## src/design/wsib_pkg.sv

```systemverilog
package wsib_pkg;

   localparam int POS_BITS_DEF   = 32;
   localparam int SCORE_BITS_DEF = 16;

   // fixed field widths on the ports
   localparam int POS_FIELD_BITS   = 32;
   localparam int SCORE_FIELD_BITS = 16;
   localparam int REQ_DATA_BITS    = 2 * POS_FIELD_BITS + 2 * SCORE_FIELD_BITS;
   localparam int RSP_DATA_BITS    = 2 * POS_FIELD_BITS;
   localparam int CSR_INDEX_BITS   = 1;
   localparam int CSR_DATA_BITS    = SCORE_FIELD_BITS;

   typedef enum logic [0:0] {
      OP_WINDOW = 1'b0,
      OP_FLUSH  = 1'b1
   } op_type;

   typedef enum logic [CSR_INDEX_BITS-1:0] {
      CSR_CUTOFF = 1'b0,
      CSR_EXTEND = 1'b1
   } csr_index_type;

endpackage

```

## src/design/wsib_decide.sv

```systemverilog
module wsib_decide import wsib_pkg::*; #(
   parameter int POS_BITS   = POS_BITS_DEF,
   parameter int SCORE_BITS = SCORE_BITS_DEF
) (
   input  op_type                operation,
   input  logic [POS_BITS-1:0]   win_start,
   input  logic [POS_BITS-1:0]   win_end,
   input  logic [SCORE_BITS-1:0] window_score,
   input  logic [SCORE_BITS-1:0] trigger_value,
   input  logic [SCORE_BITS-1:0] cut_level,
   input  logic [SCORE_BITS-1:0] extend_threshold,
   input  logic [POS_BITS-1:0]   run_first,
   input  logic [POS_BITS-1:0]   run_last,
   input  logic [POS_BITS-1:0]   covered_last,
   output logic [POS_BITS-1:0]   run_first_next,
   output logic [POS_BITS-1:0]   run_last_next,
   output logic [POS_BITS-1:0]   covered_last_next,
   output logic                  emit
);

   logic              open;
   logic              gap;
   logic [POS_BITS:0] covered_plus_one;

   assign open             = run_last > run_first;
   // one extra bit so covered_last + 1 never wraps
   assign covered_plus_one = {1'b0, covered_last} + {{POS_BITS{1'b0}}, 1'b1};
   assign gap              = {1'b0, win_start} > covered_plus_one;

   always_comb begin
      run_first_next    = run_first;
      run_last_next     = run_last;
      covered_last_next = covered_last;
      emit              = 1'b0;
      unique case (operation)
         OP_FLUSH: begin
            emit              = open;
            run_first_next    = '0;
            run_last_next     = '0;
            covered_last_next = '0;
         end
         default: begin
            if (window_score < extend_threshold) begin
               if (open && (win_start > covered_last)) begin
                  emit              = 1'b1;
                  run_first_next    = '0;
                  run_last_next     = '0;
                  covered_last_next = '0;
               end
            end else if (trigger_value < cut_level) begin
               if (open) begin
                  if (gap) begin
                     emit              = 1'b1;
                     run_first_next    = '0;
                     run_last_next     = '0;
                     covered_last_next = '0;
                  end else begin
                     covered_last_next = win_end;
                  end
               end
            end else begin
               // masked window: open a run, or restart it after a gap
               if (!open || gap) begin
                  run_first_next = win_start;
               end
               emit              = open && gap;
               run_last_next     = win_end;
               covered_last_next = win_end;
            end
         end
      endcase
   end

endmodule

```

## src/design/window_score_interval_builder.sv

```systemverilog
// Window score interval builder.
// req_* carries one scored window per item (or an end-of-sequence flush,
// selected by req_tuser); rsp_* carries closed masked intervals, zero or
// one per input item. csr_we/csr_index/csr_wdata write the cutoff score
// (index 0) and the extension threshold (index 1); write them only while
// the block is idle.
// An accepted item sits in the input register while the run decision and
// state update are made from it, and any interval lands in the output
// register as the item advances; rsp_tvalid is driven from that register.
// One item per cycle is sustained while rsp_tready does not stall; the only
// feedback is the open run state, updated as each item advances.
// Items that close no run produce nothing on rsp_*.
// When rsp_tready is low with a result held, the input register holds its
// item and req_tready drops once it is full; nothing is lost.
// Synchronous reset clears the open run, both thresholds and all valids.
module window_score_interval_builder import wsib_pkg::*; #(
   parameter int POS_BITS   = POS_BITS_DEF,
   parameter int SCORE_BITS = SCORE_BITS_DEF
) (
   input  logic                      clock,
   input  logic                      reset,
   input  logic                      req_tvalid,
   output logic                      req_tready,
   // win_start[31:0], win_end[63:32], window_score[79:64], trigger_value[95:80]
   input  logic [REQ_DATA_BITS-1:0]  req_tdata,
   // operation
   input  logic                      req_tuser,
   output logic                      rsp_tvalid,
   input  logic                      rsp_tready,
   // interval_start[31:0], interval_end[63:32]
   output logic [RSP_DATA_BITS-1:0]  rsp_tdata,
   input  logic                      csr_we,
   input  logic [CSR_INDEX_BITS-1:0] csr_index,
   input  logic [CSR_DATA_BITS-1:0]  csr_wdata
);

   localparam int P = POS_FIELD_BITS;
   localparam int S = SCORE_FIELD_BITS;

   logic                  in_valid_ff;
   op_type                in_op_ff;
   logic [POS_BITS-1:0]   in_start_ff;
   logic [POS_BITS-1:0]   in_end_ff;
   logic [SCORE_BITS-1:0] in_mean_ff;
   logic [SCORE_BITS-1:0] in_trig_ff;

   logic [SCORE_BITS-1:0] cutoff_ff;
   logic [SCORE_BITS-1:0] extend_ff;

   logic [POS_BITS-1:0]   run_first_ff;
   logic [POS_BITS-1:0]   run_last_ff;
   logic [POS_BITS-1:0]   covered_ff;
   logic [POS_BITS-1:0]   run_first_in;
   logic [POS_BITS-1:0]   run_last_in;
   logic [POS_BITS-1:0]   covered_in;
   logic                  emit;

   logic                  rsp_valid_ff;
   logic [P-1:0]          rsp_start_ff;
   logic [P-1:0]          rsp_end_ff;

   logic                  out_free;
   logic                  advance;

   assign out_free   = !rsp_valid_ff || rsp_tready;
   assign advance    = in_valid_ff && out_free;
   assign req_tready = !in_valid_ff || out_free;

   assign rsp_tvalid = rsp_valid_ff;
   assign rsp_tdata  = {rsp_end_ff, rsp_start_ff};

   wsib_decide #(
      .POS_BITS   (POS_BITS),
      .SCORE_BITS (SCORE_BITS)
   ) u_decide (
      .operation         (in_op_ff),
      .win_start         (in_start_ff),
      .win_end           (in_end_ff),
      .window_score      (in_mean_ff),
      .trigger_value     (in_trig_ff),
      .cut_level         (cutoff_ff),
      .extend_threshold  (extend_ff),
      .run_first         (run_first_ff),
      .run_last          (run_last_ff),
      .covered_last      (covered_ff),
      .run_first_next    (run_first_in),
      .run_last_next     (run_last_in),
      .covered_last_next (covered_in),
      .emit              (emit)
   );

   always_ff @(posedge clock) begin
      if (reset) begin
         cutoff_ff <= '0;
         extend_ff <= '0;
      end else if (csr_we) begin
         unique case (csr_index_type'(csr_index))
            CSR_CUTOFF: cutoff_ff <= SCORE_BITS'(csr_wdata);
            CSR_EXTEND: extend_ff <= SCORE_BITS'(csr_wdata);
            default: ;
         endcase
      end
   end

   // input register
   always_ff @(posedge clock) begin
      if (reset) begin
         in_valid_ff <= 1'b0;
      end else if (req_tready) begin
         in_valid_ff <= req_tvalid;
      end
   end

   always_ff @(posedge clock) begin
      if (req_tready && req_tvalid) begin
         in_op_ff    <= op_type'(req_tuser);
         in_start_ff <= POS_BITS'(req_tdata[P-1:0]);
         in_end_ff   <= POS_BITS'(req_tdata[2*P-1:P]);
         in_mean_ff  <= SCORE_BITS'(req_tdata[2*P+S-1:2*P]);
         in_trig_ff  <= SCORE_BITS'(req_tdata[2*P+2*S-1:2*P+S]);
      end
   end

   // run state, advanced once per item
   always_ff @(posedge clock) begin
      if (reset) begin
         run_first_ff <= '0;
         run_last_ff  <= '0;
         covered_ff   <= '0;
      end else if (advance) begin
         run_first_ff <= run_first_in;
         run_last_ff  <= run_last_in;
         covered_ff   <= covered_in;
      end
   end

   // output register
   always_ff @(posedge clock) begin
      if (reset) begin
         rsp_valid_ff <= 1'b0;
      end else if (out_free) begin
         rsp_valid_ff <= advance && emit;
      end
   end

   always_ff @(posedge clock) begin
      if (advance && emit) begin
         rsp_start_ff <= P'(run_first_ff);
         rsp_end_ff   <= P'(run_last_ff);
      end
   end

endmodule

```

## config.mk

```make
export PLATFORM = sky130hd
export DESIGN_NAME = window_score_interval_builder
export DESIGN_NICKNAME = d
export VERILOG_FILES = /design/src/design/wsib_pkg.sv /design/src/design/wsib_decide.sv /design/src/design/window_score_interval_builder.sv
export SDC_FILE = /design/constraint.sdc
export NUM_CORES = 1
export LEC_CHECK = 0
export ABC_AREA = 1
export BUFFER_PORTS_ARGS = -buffer_cell sky130_fd_sc_hd__buf_2
export CAP_MARGIN = 20
export CORE_MARGIN = 2
export CORE_UTILIZATION = 45
export CTS_CLUSTER_DIAMETER = 150
export DETAILED_ROUTE_END_ITERATION = 10
export MAX_ROUTING_LAYER = met4
export PLACE_DENSITY_LB_ADDON = 0.12
export SETUP_SLACK_MARGIN = 0.1
export SYNTH_ARGS = -nofsm -noshare
export SYNTH_HDL_FRONTEND = slang
export SYNTH_SLANG_ARGS = --single-unit
```

## constraint.sdc

```tcl
create_clock -name clock -period 5.38 [get_ports clock]
set_input_delay 0.538 -clock clock [delete_from_list [all_inputs] [get_ports clock]]
set_output_delay 0.538 -clock clock [all_outputs]
set_load 0.03 [all_outputs]
```

# Word-level counts from Yosys, hierarchy flattened
# Index checks and enable logic that the tools add are counted.
# word_totals
register_bits	291
in_bits	119
output_inout_bits	66
wordCells	62
# op_classes
n_addsub	1
order_cmp	5
eq_ne	3
n_mux	21
n_bitwise	1
n_reduce_logical	17
# op_table
cell	count
$mux 32	15
$gt 32x32->1	2
$add 32x1->33 const B	1
$gt 32x33->1	1
$lt 16x16->1	2
$ne 4x2->1 const B	2
$mux 1	6
$logic_and 1x1->1	5
$reduce_and 5->1	1
$reduce_and 2->1	2
$reduce_and 4->1	1
$reduce_bool 4->1	1
$logic_not 1->1	3
$logic_or 1x1->1	3
$ne 3x3->1 const B	1
$reduce_and 3->1	1
$not 1->1	1

# Depth between registers and ports, before layout
# Gate-level depths: netlist (run 1).
# logic_depth
word_depth	8
mapped_depth	29
depth_no_buf	28

# Modules after synthesis
# A second synthesis (run 1) with hierarchy kept.
# unflattened
hier_cells	2058
hier_area_um2	16842.4
# by_module_without_submodules
module	instances	cells_per_inst	area_each_um2	seq_area_each_um2
window_score_interval_builder	1	948	10326.2	7437.1
wsib_decide	1	1110	6516.2	0.0

# Worst setup path after synthesis (run 1)
# No wires, ideal clock.
# synth_path
path_kind	register -> register
start	reg covered_ff[4]
end	reg rsp_end_ff[0], enable pin
setup_time_ns	0.418
arrival_time_ns	4.170
required_time_ns	4.962
setup_slack_ns	0.792
path_stages_with_launch	25
n_path_buf	0
synth_period_minus_slack_ns	4.588
cell_sequence	dfxtp_1 > inv_2 > nor3_4 > nand2_2 > nor3_2 > nand4_1 > nor2_2 > nand3_2 > nor2_2 > nand3_1 > xor2_1 > ha_1 > nand2_1 > inv_1 > nand3_1 > nor3b_2 > and2_1 > nand2_1 > nand2_1 > nand2_4 > nand2_2 > nand2_1 > nand2_1 > nand4_1 > inv_1
# synth_via
elab_chain_len	8
word_cells_on_any_way	12
cone_classes	add/sub (1); order compare (2); mux (6); reduce/logical (3)
# synth_lines
element	line	text
start, declared	window_score_interval_builder.sv:52	logic [POS_BITS-1:0] covered_ff;
start signal, assigned	window_score_interval_builder.sv:133	covered_ff <= covered_in;
$add 32x1->33	wsib_decide.sv:27	assign covered_plus_one = {1'b0, covered_last} + {{POS_BITS{1'b0}}, 1'b1};
$gt 32x33->1	wsib_decide.sv:28	assign gap = {1'b0, win_start} > covered_plus_one;
$mux 1	wsib_decide.sv:52	if (gap) begin
$mux 1	wsib_decide.sv:51	if (open) begin
$mux 1	wsib_decide.sv:50	end else if (trigger_value < cut_level) begin
$mux 1 (*)	wsib_decide.sv:43	if (window_score < extend_threshold) begin
$mux 1 (*)	wsib_decide.sv:35	unique case (operation)
$logic_and 1x1->1 (*)	window_score_interval_builder.sv:147	if (advance && emit) begin
end signal, assigned	window_score_interval_builder.sv:149	rsp_end_ff <= P'(run_last_ff);
end, declared	window_score_interval_builder.sv:60	logic [P-1:0] rsp_end_ff;
# Every way passes the cells marked *; elsewhere a longest branch is shown, timed or not.
# A chain may end at the register's enable or synchronous reset.

# Worst setup path after layout (run 1)
# layout_path
start	reg covered_ff[0]
end	reg run_first_ff[2]
# layout_via
elab_chain_len	5
word_cells_on_any_way	9
cone_classes	add/sub (1); order compare (2); eq/ne (2); reduce/logical (4)
# layout_lines
element	line	text
$add 32x1->33	wsib_decide.sv:27	
$gt 32x33->1	wsib_decide.sv:28	
$logic_or 1x1->1	wsib_decide.sv:63	if (!open || gap) begin
$reduce_bool 4->1 (no line)	n/a	
$reduce_and 5->1 (no line) (*)	n/a	
end signal, assigned	window_score_interval_builder.sv:131	run_first_ff <= run_first_in;
end, declared	window_score_interval_builder.sv:50	logic [POS_BITS-1:0] run_first_ff;
# Marked as above.

==> out/metrics.csv, run 1 <==
stage,metric,value,unit
power,irDropWorstVdd,0.2524,mV
clock_tree,clkLatencyLatePin,0.58,ns
timing,setup_ws,0.8295,ns
setup_path,crit_slowest_cell,nor2_4,
layout,fin_nets,1963,
layout,drive_gt1_share,16.30,%
setup_path,worstPathArrival,5.01,ns
grt,grt_pass1_wl,58640,µm
grt,grt_usage,23.36,%
grt,grt_max_degree,66,
die,die_h,181.7,µm
timing,fin_crit,4.550,ns
die,initial_core_util,45.40,%
drt,vias,10940,
grt,overflow,0,
clock_tree,cts_max_path_buffers,3,
clock_tree,htreeDepth,1,
logic_synthesis,ys_seq_area_share,52.32,%
die,io_pins,185,
outcome,status,finished clean,
die,rows,65,
layout,syn2layout_area_growth,15.65,%
drt,ant_nets,0,
die,fp.coreArea,0.03131,mm²
drt,routed_via_density,5.098,
logic_synthesis,syn_area,0.01421,mm²
setup_path,timing_worst_setup_path_type,reg2reg,
timing,final-setup-viol-count,0,
clock_tree,path_clk_slew,0.06,ns
place,post-place-ws,0.8697,ns
timing,rsz0062_at_grt,false,
drt,drc,0,
timing,max_slew_margin,34.89,%
worst_hold_path,hold_depth,1,
layout,finalInstanceArea,0.01644,mm²
setup_path,critPathMaxFanout,35,
layout,finalCoreUtilization,52.50,%
job,drv_cap,0,
setup_path,worstPathRequired,5.84,ns
clock_tree,clock_sinks,291,
place,globalplace.congestion,0.9001,
layout,nFillCells,2935,
power,power_density,355.1,mW/mm²
place,dpl_cell_area,0.01544,mm²
logic_synthesis,synth-edff-count,161,
clock_tree,hold_buffers,0,
timing,final.period_utilization,84.58,%
timing,tightest_slew,0.9710,ns
logic_synthesis,synth_warnings,0,
logic_synthesis,yosysUniqueCellTypes,46,
layout,instances_no_fill,2146,
logic_synthesis,synth-main-ff-cell,edfxtp_1,
power,p_leak,0.007127,µW
grt,antenna_found_initial,2,
clock_tree,post-cts-setup-buffer-count,0,
drt,routed_wl,37180,µm
drt,avgRoutedWirePerCell,17.33,µm
setup_path,start_kind,flop,
timing,skew,0.02950,ns
setup_path,cpMostUsedCell,nand2_1,
place,placedCellCount,2086,
clock_tree,post_cts_resized,0,
clock_tree,tritoncts,done,
logic_synthesis,syn-num-nets,1794,
setup_path,crit_path_end_kind,flop,
logic_synthesis,avgSynthCellArea,9.183,µm²
clock_tree,root_buffer,clkbuf_16,
timing,setup_tns,0,ns
setup_path,slowest_delay,0.48,ns
grt,first_global_vias,10760,
logic_synthesis,synth_seq_cells,291,
clock_tree,cts_buffers,31,
logic_synthesis,synthCells,1548,
drt,dr.pass1.iters,5,
setup_path,r2r_cells,27,
die,die_w,181.7,µm
logic_synthesis,ys_async_sr_fraction,0,%
timing,hold_violations,0,
worst_hold_path,hold_path.class,in2reg,
place,dpl.hpwl,28190,µm
die,die-area,0.03303,mm²
timing,max_freq,219.8,MHz
drt,drt_iter0_drc,814,
timing,finalMaxSlewViolations,0,
place,numPortBuffers,184,
path summary, 6_finish.rpt:
| check | from | to | slack (ns) |
|---|---|---|---|
| worst max register to register | covered_ff[0] | run_first_ff[2] | 0.83 |
| worst max-delay path | covered_ff[0] | run_first_ff[2] | 0.83 |
| worst min register to register | run_first_ff[15] | rsp_start_ff[15] | 0.43 |
| worst min-delay path | req_tdata[14] | in_start_ff[14] | 0.13 |
layer usage:
layer	vias to the layer above	part of all wire, %	track usage [%]
li1	5543	-	-
met1	5049	46	30.96
met2	291	46	37.43
met3	57	5.7	3.891
met4	0	2.5	5.984
met5	-	0	-
synth_stat cells, types with 3 or more instances:
| cell | n | share of area (%) |
|---|---|---|
| nand2_1 | 327 | 8.6 |
| nor2_2 | 4 | 0.18 |
| nand4_1 | 13 | 0.57 |
| buf_2 | 12 | 0.42 |
| nor2_1 | 158 | 4.2 |
| xor2_1 | 21 | 1.3 |
| o21ai_0 | 63 | 2.2 |
| buf_6 | 10 | 0.79 |
| inv_1 | 152 | 4.0 |
| nand2_2 | 5 | 0.22 |
| and3_1 | 20 | 0.88 |
| buf_1 | 6 | 0.16 |
| nand2_4 | 4 | 0.32 |
| nand3_2 | 3 | 0.21 |
| nor3_1 | 14 | 0.49 |
| clkbuf_1 | 30 | 0.79 |
| dfxtp_1 | 130 | 18 |
| ha_1 | 127 | 11 |
| a21o_1 | 3 | 0.16 |
| o21a_1 | 6 | 0.32 |
| nor3_2 | 3 | 0.21 |
| inv_2 | 4 | 0.11 |
| a21oi_1 | 137 | 4.8 |
| edfxtp_1 | 161 | 34 |
| a21oi_2 | 5 | 0.31 |
| nand3_1 | 107 | 3.8 |
power by group:
group	switching, µW	internal, µW
registers	128	2550
logic	701	358
clock network	891	1210
total	1720	4120
cells in the final DEF (no fill, tap or decap), types with 3 or more instances in the layout:
| cell type | count |
|---|---|
| buf_4 | 11 |
| dfxtp_1 | 130 |
| bufinv_16 | 3 |
| edfxtp_1 | 161 |
| buf_2 | 184 |
| clkbuf_1 | 5 |
| a21o_1 | 3 |
| nand3_1 | 107 |
| nand4_1 | 13 |
| inv_1 | 148 |
| a21oi_2 | 5 |
| nor3_2 | 3 |
| o21a_1 | 6 |
| xor2_1 | 21 |
| nand3_2 | 3 |
| nand2_2 | 5 |
| nand2_1 | 327 |
| clkbuf_16 | 31 |
| and3_1 | 20 |
| nand2_4 | 4 |
| nor2_2 | 4 |
| inv_2 | 7 |
| ha_1 | 127 |
| a21oi_1 | 137 |
| clkinv_2 | 7 |
| inv_6 | 4 |
| o21ai_0 | 63 |
| nor3_1 | 14 |
| nor2_1 | 158 |
| clkinv_1 | 7 |
cell type report:
cell class / count / area, µm² / area share, %
multi-input cells: 1039 / 5862 / 35.66
flip-flops and latches: 291 / 7437 / 45.24
well taps: 402 / 503.0 / 3.060
inverters: 157 / 594.3 / 3.615
repair buffers: 197 / 1044 / 6.348
diodes: 2 / 5.005 / 0.03044
clock buffers: 37 / 808.3 / 4.917
clock inverters: 21 / 186.4 / 1.134
critical path: cells and delay by family (launching register included):
family,cells,cell delay (ns)
simple gates,20,2.72
buf+inv,4,0.73
fa+ha+maj,2,0.50
flops,1,0.37
xor+xnor,1,0.10
cells by family (layout without fill, tap and decap cells):
logic type / after synthesis / after routing / synth area share [%]
and+or+nand+nor: 670 / 670 / 20.56
other: 0 / 2 / 0
DFF: 291 / 291 / 52.32
AOI/OAI and AO/OA: 220 / 220 / 8.116
xor gates and xnor gates: 22 / 22 / 1.356
adders and majority gates: 127 / 127 / 11.18
buffers and inverters: 218 / 412 / 6.469
sequential cells by signal, indices dropped and copies added (netlist names):
signal and flops:
cutoff_ff 16, in_op_ff 1, in_valid_ff 1, rsp_end_ff 32, run_first_ff 32, extend_ff 16
in_start_ff 32, in_end_ff 32, run_last_ff 32, in_mean_ff 16, rsp_start_ff 32, covered_ff 32
rsp_tvalid 1, in_trig_ff 16
through the flow:
stage | hold slack (ns) | total power [µW]
2_1_floorplan | 0.4082 | 3454
3_3_place_gp | 0.4197 | 3757
3_5_place_dp | 0.4161 | 3780
4_1_cts | 0.1141 | 5897
5_1_grt | 0.1186 | 6148
6_report | 0.1332 | 5838
(Power assumes the default switching activity.)
==> run 2, diff against run 1 <==
Settings changed: ABC_AREA 1 to 0.
Clock period 5.38 ns to 4.6 ns, I/O delays scaled along.
==> run 2 against run 1 <==
Against the previous run:
- routed wire length fell by 15%
- final cell count fell by 17%
- critical path depth fell by 7
- fmax rose by 9.8%
- largest power group unchanged
- first-iteration DRC count fell by 58%
- synthesized area fell by 4.5%
- critical endpoint is now rsp_end_ff[12]
- total power rose by 11%
- critical path type unchanged
==> out/metrics.csv, run 2 <==
stage,metric,value,unit,change
outcome,status,finished clean,,
clock_tree,cts_max_path_buffers,3,,unchanged
logic_synthesis,synth_most_common_cell,edfxtp_1,,
logic_synthesis,syn_area,0.01358,mm²,-4.5%
power,irDropWorstVdd,0.3531,mV,+40%
drt,routed_via_density,5.199,,+2.0%
clock_tree,clkLatencyLatePin,0.57,ns,about the same
power,power_density,401.9,mW/mm²,+13%
grt,first_global_vias,9274,,-14%
setup_path,crit_slowest_cell,dfxtp_1,,
logic_synthesis,muxShareOfSynthArea,4.792,%,+4.8 points
logic_synthesis,synth_top_family_by_area,simple AND/OR/NAND/NOR gates,,
clock_tree,cts_buffers,31,,unchanged
power,p_leak,0.006108,µW,-14%
logic_synthesis,ys_async_sr_fraction,0,%,unchanged
die,die-area,0.03158,mm²,-4.4%
place,numPortBuffers,184,,unchanged
timing,max_freq,241.3,MHz,+9.8%
logic_synthesis,synth_compound_area_share,8.995,%,+0.88 points
timing,skew,0.02608,ns,-0.003417 ns
logic_synthesis,yosysTopAreaCell,edfxtp_1,,
logic_synthesis,synth_seq_cells,291,,unchanged
job,drv_cap,0,,unchanged
place,post-place-ws,0.3147,ns,-0.5550 ns
die,die_w,177.7,µm,-2.2%
timing,tightest_slew,1.035,ns,+0.06425 ns
setup_path,path_cells,and4_4 -> nand2_2 -> nor3_4 -> nand2_2 -> nor2_4 -> nand2_2 -> nor2_4 -> nand4_1 -> xnor2_1 -> ha_1 -> nand4_1 -> nor3_1 -> a221oi_1 -> o21ai_0 -> a21o_1 -> o211ai_2 -> mux2i_1 -> nor2_2 -> nor3_4 -> buf_6,,
logic_synthesis,synth-edff-count,161,,unchanged
drt,vias,9291,,-15%
setup_path,reg2reg_to,rsp_end_ff[12],,
drt,ant_nets,0,,unchanged
logic_synthesis,synth_top_cells_by_area,"edfxtp_1 36%, dfxtp_1 19%, ha_1 12%",,
place,dpl.hpwl,22810,µm,-19%
logic_synthesis,avgSynthCellArea,11.53,µm²,+26%
die,fp.coreArea,0.02964,mm²,-5.3%
setup_path,r2r_cells,20,,-26%
layout,mostFrequentLayoutCell,buf_2,,
die,rows,63,,-3.1%
logic_synthesis,synth_warnings,0,,unchanged
logic_synthesis,synth_xor_area_share,1.935,%,+0.58 points
clock_tree,htreeDepth,1,,unchanged
drt,dr.pass1.iters,5,,unchanged
layout,fin_nets,1615,,-18%
setup_path,timing_worst_setup_path_type,reg2reg,,
logic_synthesis,yosysUniqueCellTypes,52,,+13%
logic_synthesis,ys_seq_area_share,54.78,%,+2.5 points
setup_path,startpoint,covered_ff[5],,
setup_path,critical_path.endpoint,rsp_end_ff[12],,
setup_path,rr_startpoint,covered_ff[5],,
timing,rsz0062_at_grt,false,,
layout,finalInstanceArea,0.01610,mm²,-2.1%
setup_path,worstPathRequired,4.83,ns,-1.01 ns
layout,syn2layout_area_growth,18.60,%,
grt,overflow,0,,unchanged
setup_path,start_kind,flop,,
place,dpl_cell_area,0.01506,mm²,-2.4%
die,io_pins,185,,unchanged
drt,met2_length,15030,µm,-12%
drt,routed.top_layer,met4,,
drt,wl_met3,1371,µm,-35%
grt,antenna_found_initial,3,,+1
logic_synthesis,syn-num-nets,1424,,-21%
die,die_h,177.7,µm,-2.2%
logic_synthesis,synthAdderAreaFrac,11.70,%,+0.53 points
setup_path,regToRegSetupSlack,0.46,ns,-0.37 ns
die,initial_core_util,45.81,%,+0.41 points
logic_synthesis,synthCells,1178,,-24%
clock_tree,clock_sinks,291,,unchanged
setup_path,critPathMaxFanout,27,,-23%
layout,mostFrequentLayoutCells,"184 x buf_2, 161 x edfxtp_1, 132 x nand2_1, 128 x dfxtp_1, 127 x ha_1",,
timing,final.period_utilization,90.08,%,+5.5 points
timing,max_slew_margin,30.98,%,-3.9 points
clock_tree,hold_buffers,0,,unchanged
setup_path,cpMostUsedCell,nand2_2,,
drt,drc,0,,unchanged
setup_path,crit_path_end_kind,flop,,
layout,nFillCells,2649,,-9.7%
grt,grt_usage,20.73,%,-2.6 points
timing,fin_hold_ws,0.05816,ns,-0.07501 ns
clock_tree,path_clk_slew,0.06,ns,about the same
timing,hold_violations,0,,unchanged
drt,wl_met1,14230,µm,-16%
power,p_total,6472,µW,+11%
timing,setup_ws,0.4561,ns,-0.3734 ns
worst_hold_path,hold_path.class,in2reg,,
timing,finalMaxSlewViolations,0,,unchanged
timing,final-setup-viol-count,0,,unchanged
place,globalplace.congestion,0.8536,,-5.2%
drt,drt_iter0_drc,338,,-58%
logic_synthesis,synthSimpleGateAreaFrac,13.50,%,-7.1 points
setup_path,worstPathArrival,4.37,ns,-0.64 ns
drt,avgRoutedWirePerCell,17.60,µm,+1.6%
logic_synthesis,synth_top_cell_area_share,35.61,%,+1.6 points
setup_path,slowest_delay,0.39,ns,-0.09 ns
grt,grt_pass1_wl,49490,µm,-16%
clock_tree,root_buffer,clkbuf_16,,
logic_synthesis,synth_commonest_cells,"161 x edfxtp_1, 135 x nand2_1, 130 x dfxtp_1",,
timing,setup_tns,0,ns,unchanged
logic_synthesis,synth-main-ff-cell,edfxtp_1,,
layout,drive_gt1_share,23.03,%,+6.7 points
timing,fin_crit,4.144,ns,-0.4066 ns
clock_tree,tritoncts,done,,
drt,routed_wl,31450,µm,-15%
grt,grt_max_degree,74,,+12%
run 2: cell count changes after synthesis, moves of 62 or more:
cell | previous run | this run
nand2b_1 | 0 | 70
nand3_1 | 107 | 26
nand2_1 | 327 | 135
nor2_1 | 158 | 16
a21oi_1 | 137 | 75
mux2i_1 | 0 | 65
run 2: cell families after synthesis:
| logic type | Yosys count |
|---|---|
| buffers and inverters | 147 |
| xor gates and xnor gates | 30 |
| DFF | 291 |
| adders and majority gates | 127 |
| and+or+nand+nor | 345 |
| muxes | 65 |
| AOI/OAI and AO/OA | 173 |
run 2: timing repair:
| action | in CTS | in global routing |
|---|---|---|
| setup endpoints to repair | 0 | 126 |
| buffers inserted | 0 | 0 |
| resized for setup | 0 | 3 |
run 2: worst min path at each step:
stage / startpoint / to / slack [ns] / cells after the start
floorplan: run_last_ff[0] / rsp_end_ff[0] / 0.43 / 0
global placement: cutoff_ff[11] / cutoff_ff[11] / 0.44 / 2
global route: req_tdata[95] / in_trig_ff[15] / 0.03 / 1
finish: req_tdata[10] / in_start_ff[10] / 0.06 / 1
detailed placement: run_first_ff[31] / rsp_start_ff[31] / 0.44 / 0
CTS: req_tdata[94] / in_trig_ff[14] / 0.03 / 1
run 2: final cells by class:
| type | instances | area (µm²) | share of cell area, % |
|---|---|---|---|
| sequential | 291 | 7442 | 46.22 |
| timing repair buffer | 204 | 1112 | 6.908 |
| inverter | 101 | 379.1 | 2.354 |
| clock buffer | 43 | 830.8 | 5.160 |
| antenna | 3 | 7.507 | 0.04662 |
| multi-input combinational | 740 | 5662 | 35.16 |
| clock inverter | 15 | 180.2 | 1.119 |
| tap | 390 | 488.0 | 3.031 |
run 2: report_power, final:
| part | switching (µW) | internal, µW |
|---|---|---|
| clock network | 1000 | 1480 |
| registers | 95.6 | 2950 |
| logic | 618 | 326 |
run 2: worst max-delay path, delay by kind of cell, from the launching register on:
family	cells	cell delay [ns]
AOI/OAI and AO/OA	4	0.46
adders and majority gates	1	0.27
and+or+nand+nor	12	1.99
xor gates and xnor gates	1	0.15
DFF	1	0.39
buffers and inverters	1	0.30
muxes	1	0.20
run 2: stage by stage:
step / instances / utilization (%)
after floorplan: 1178 / -
after global placement: 1725 / 50.83
after detailed placement: 1725 / 50.83
after CTS: 1783 / 54.24
after global routing: 1787 / 54.33
final: 1787 / 54.33
run 2: layer usage:
| metal | vias to the layer above | global-route usage, % |
|---|---|---|
| met5 | - | - |
| met4 | 0 | 6.011 |
| met3 | 52 | 3.128 |
| met2 | 191 | 33.93 |
| met1 | 4424 | 26.73 |
| li1 | 4624 | - |
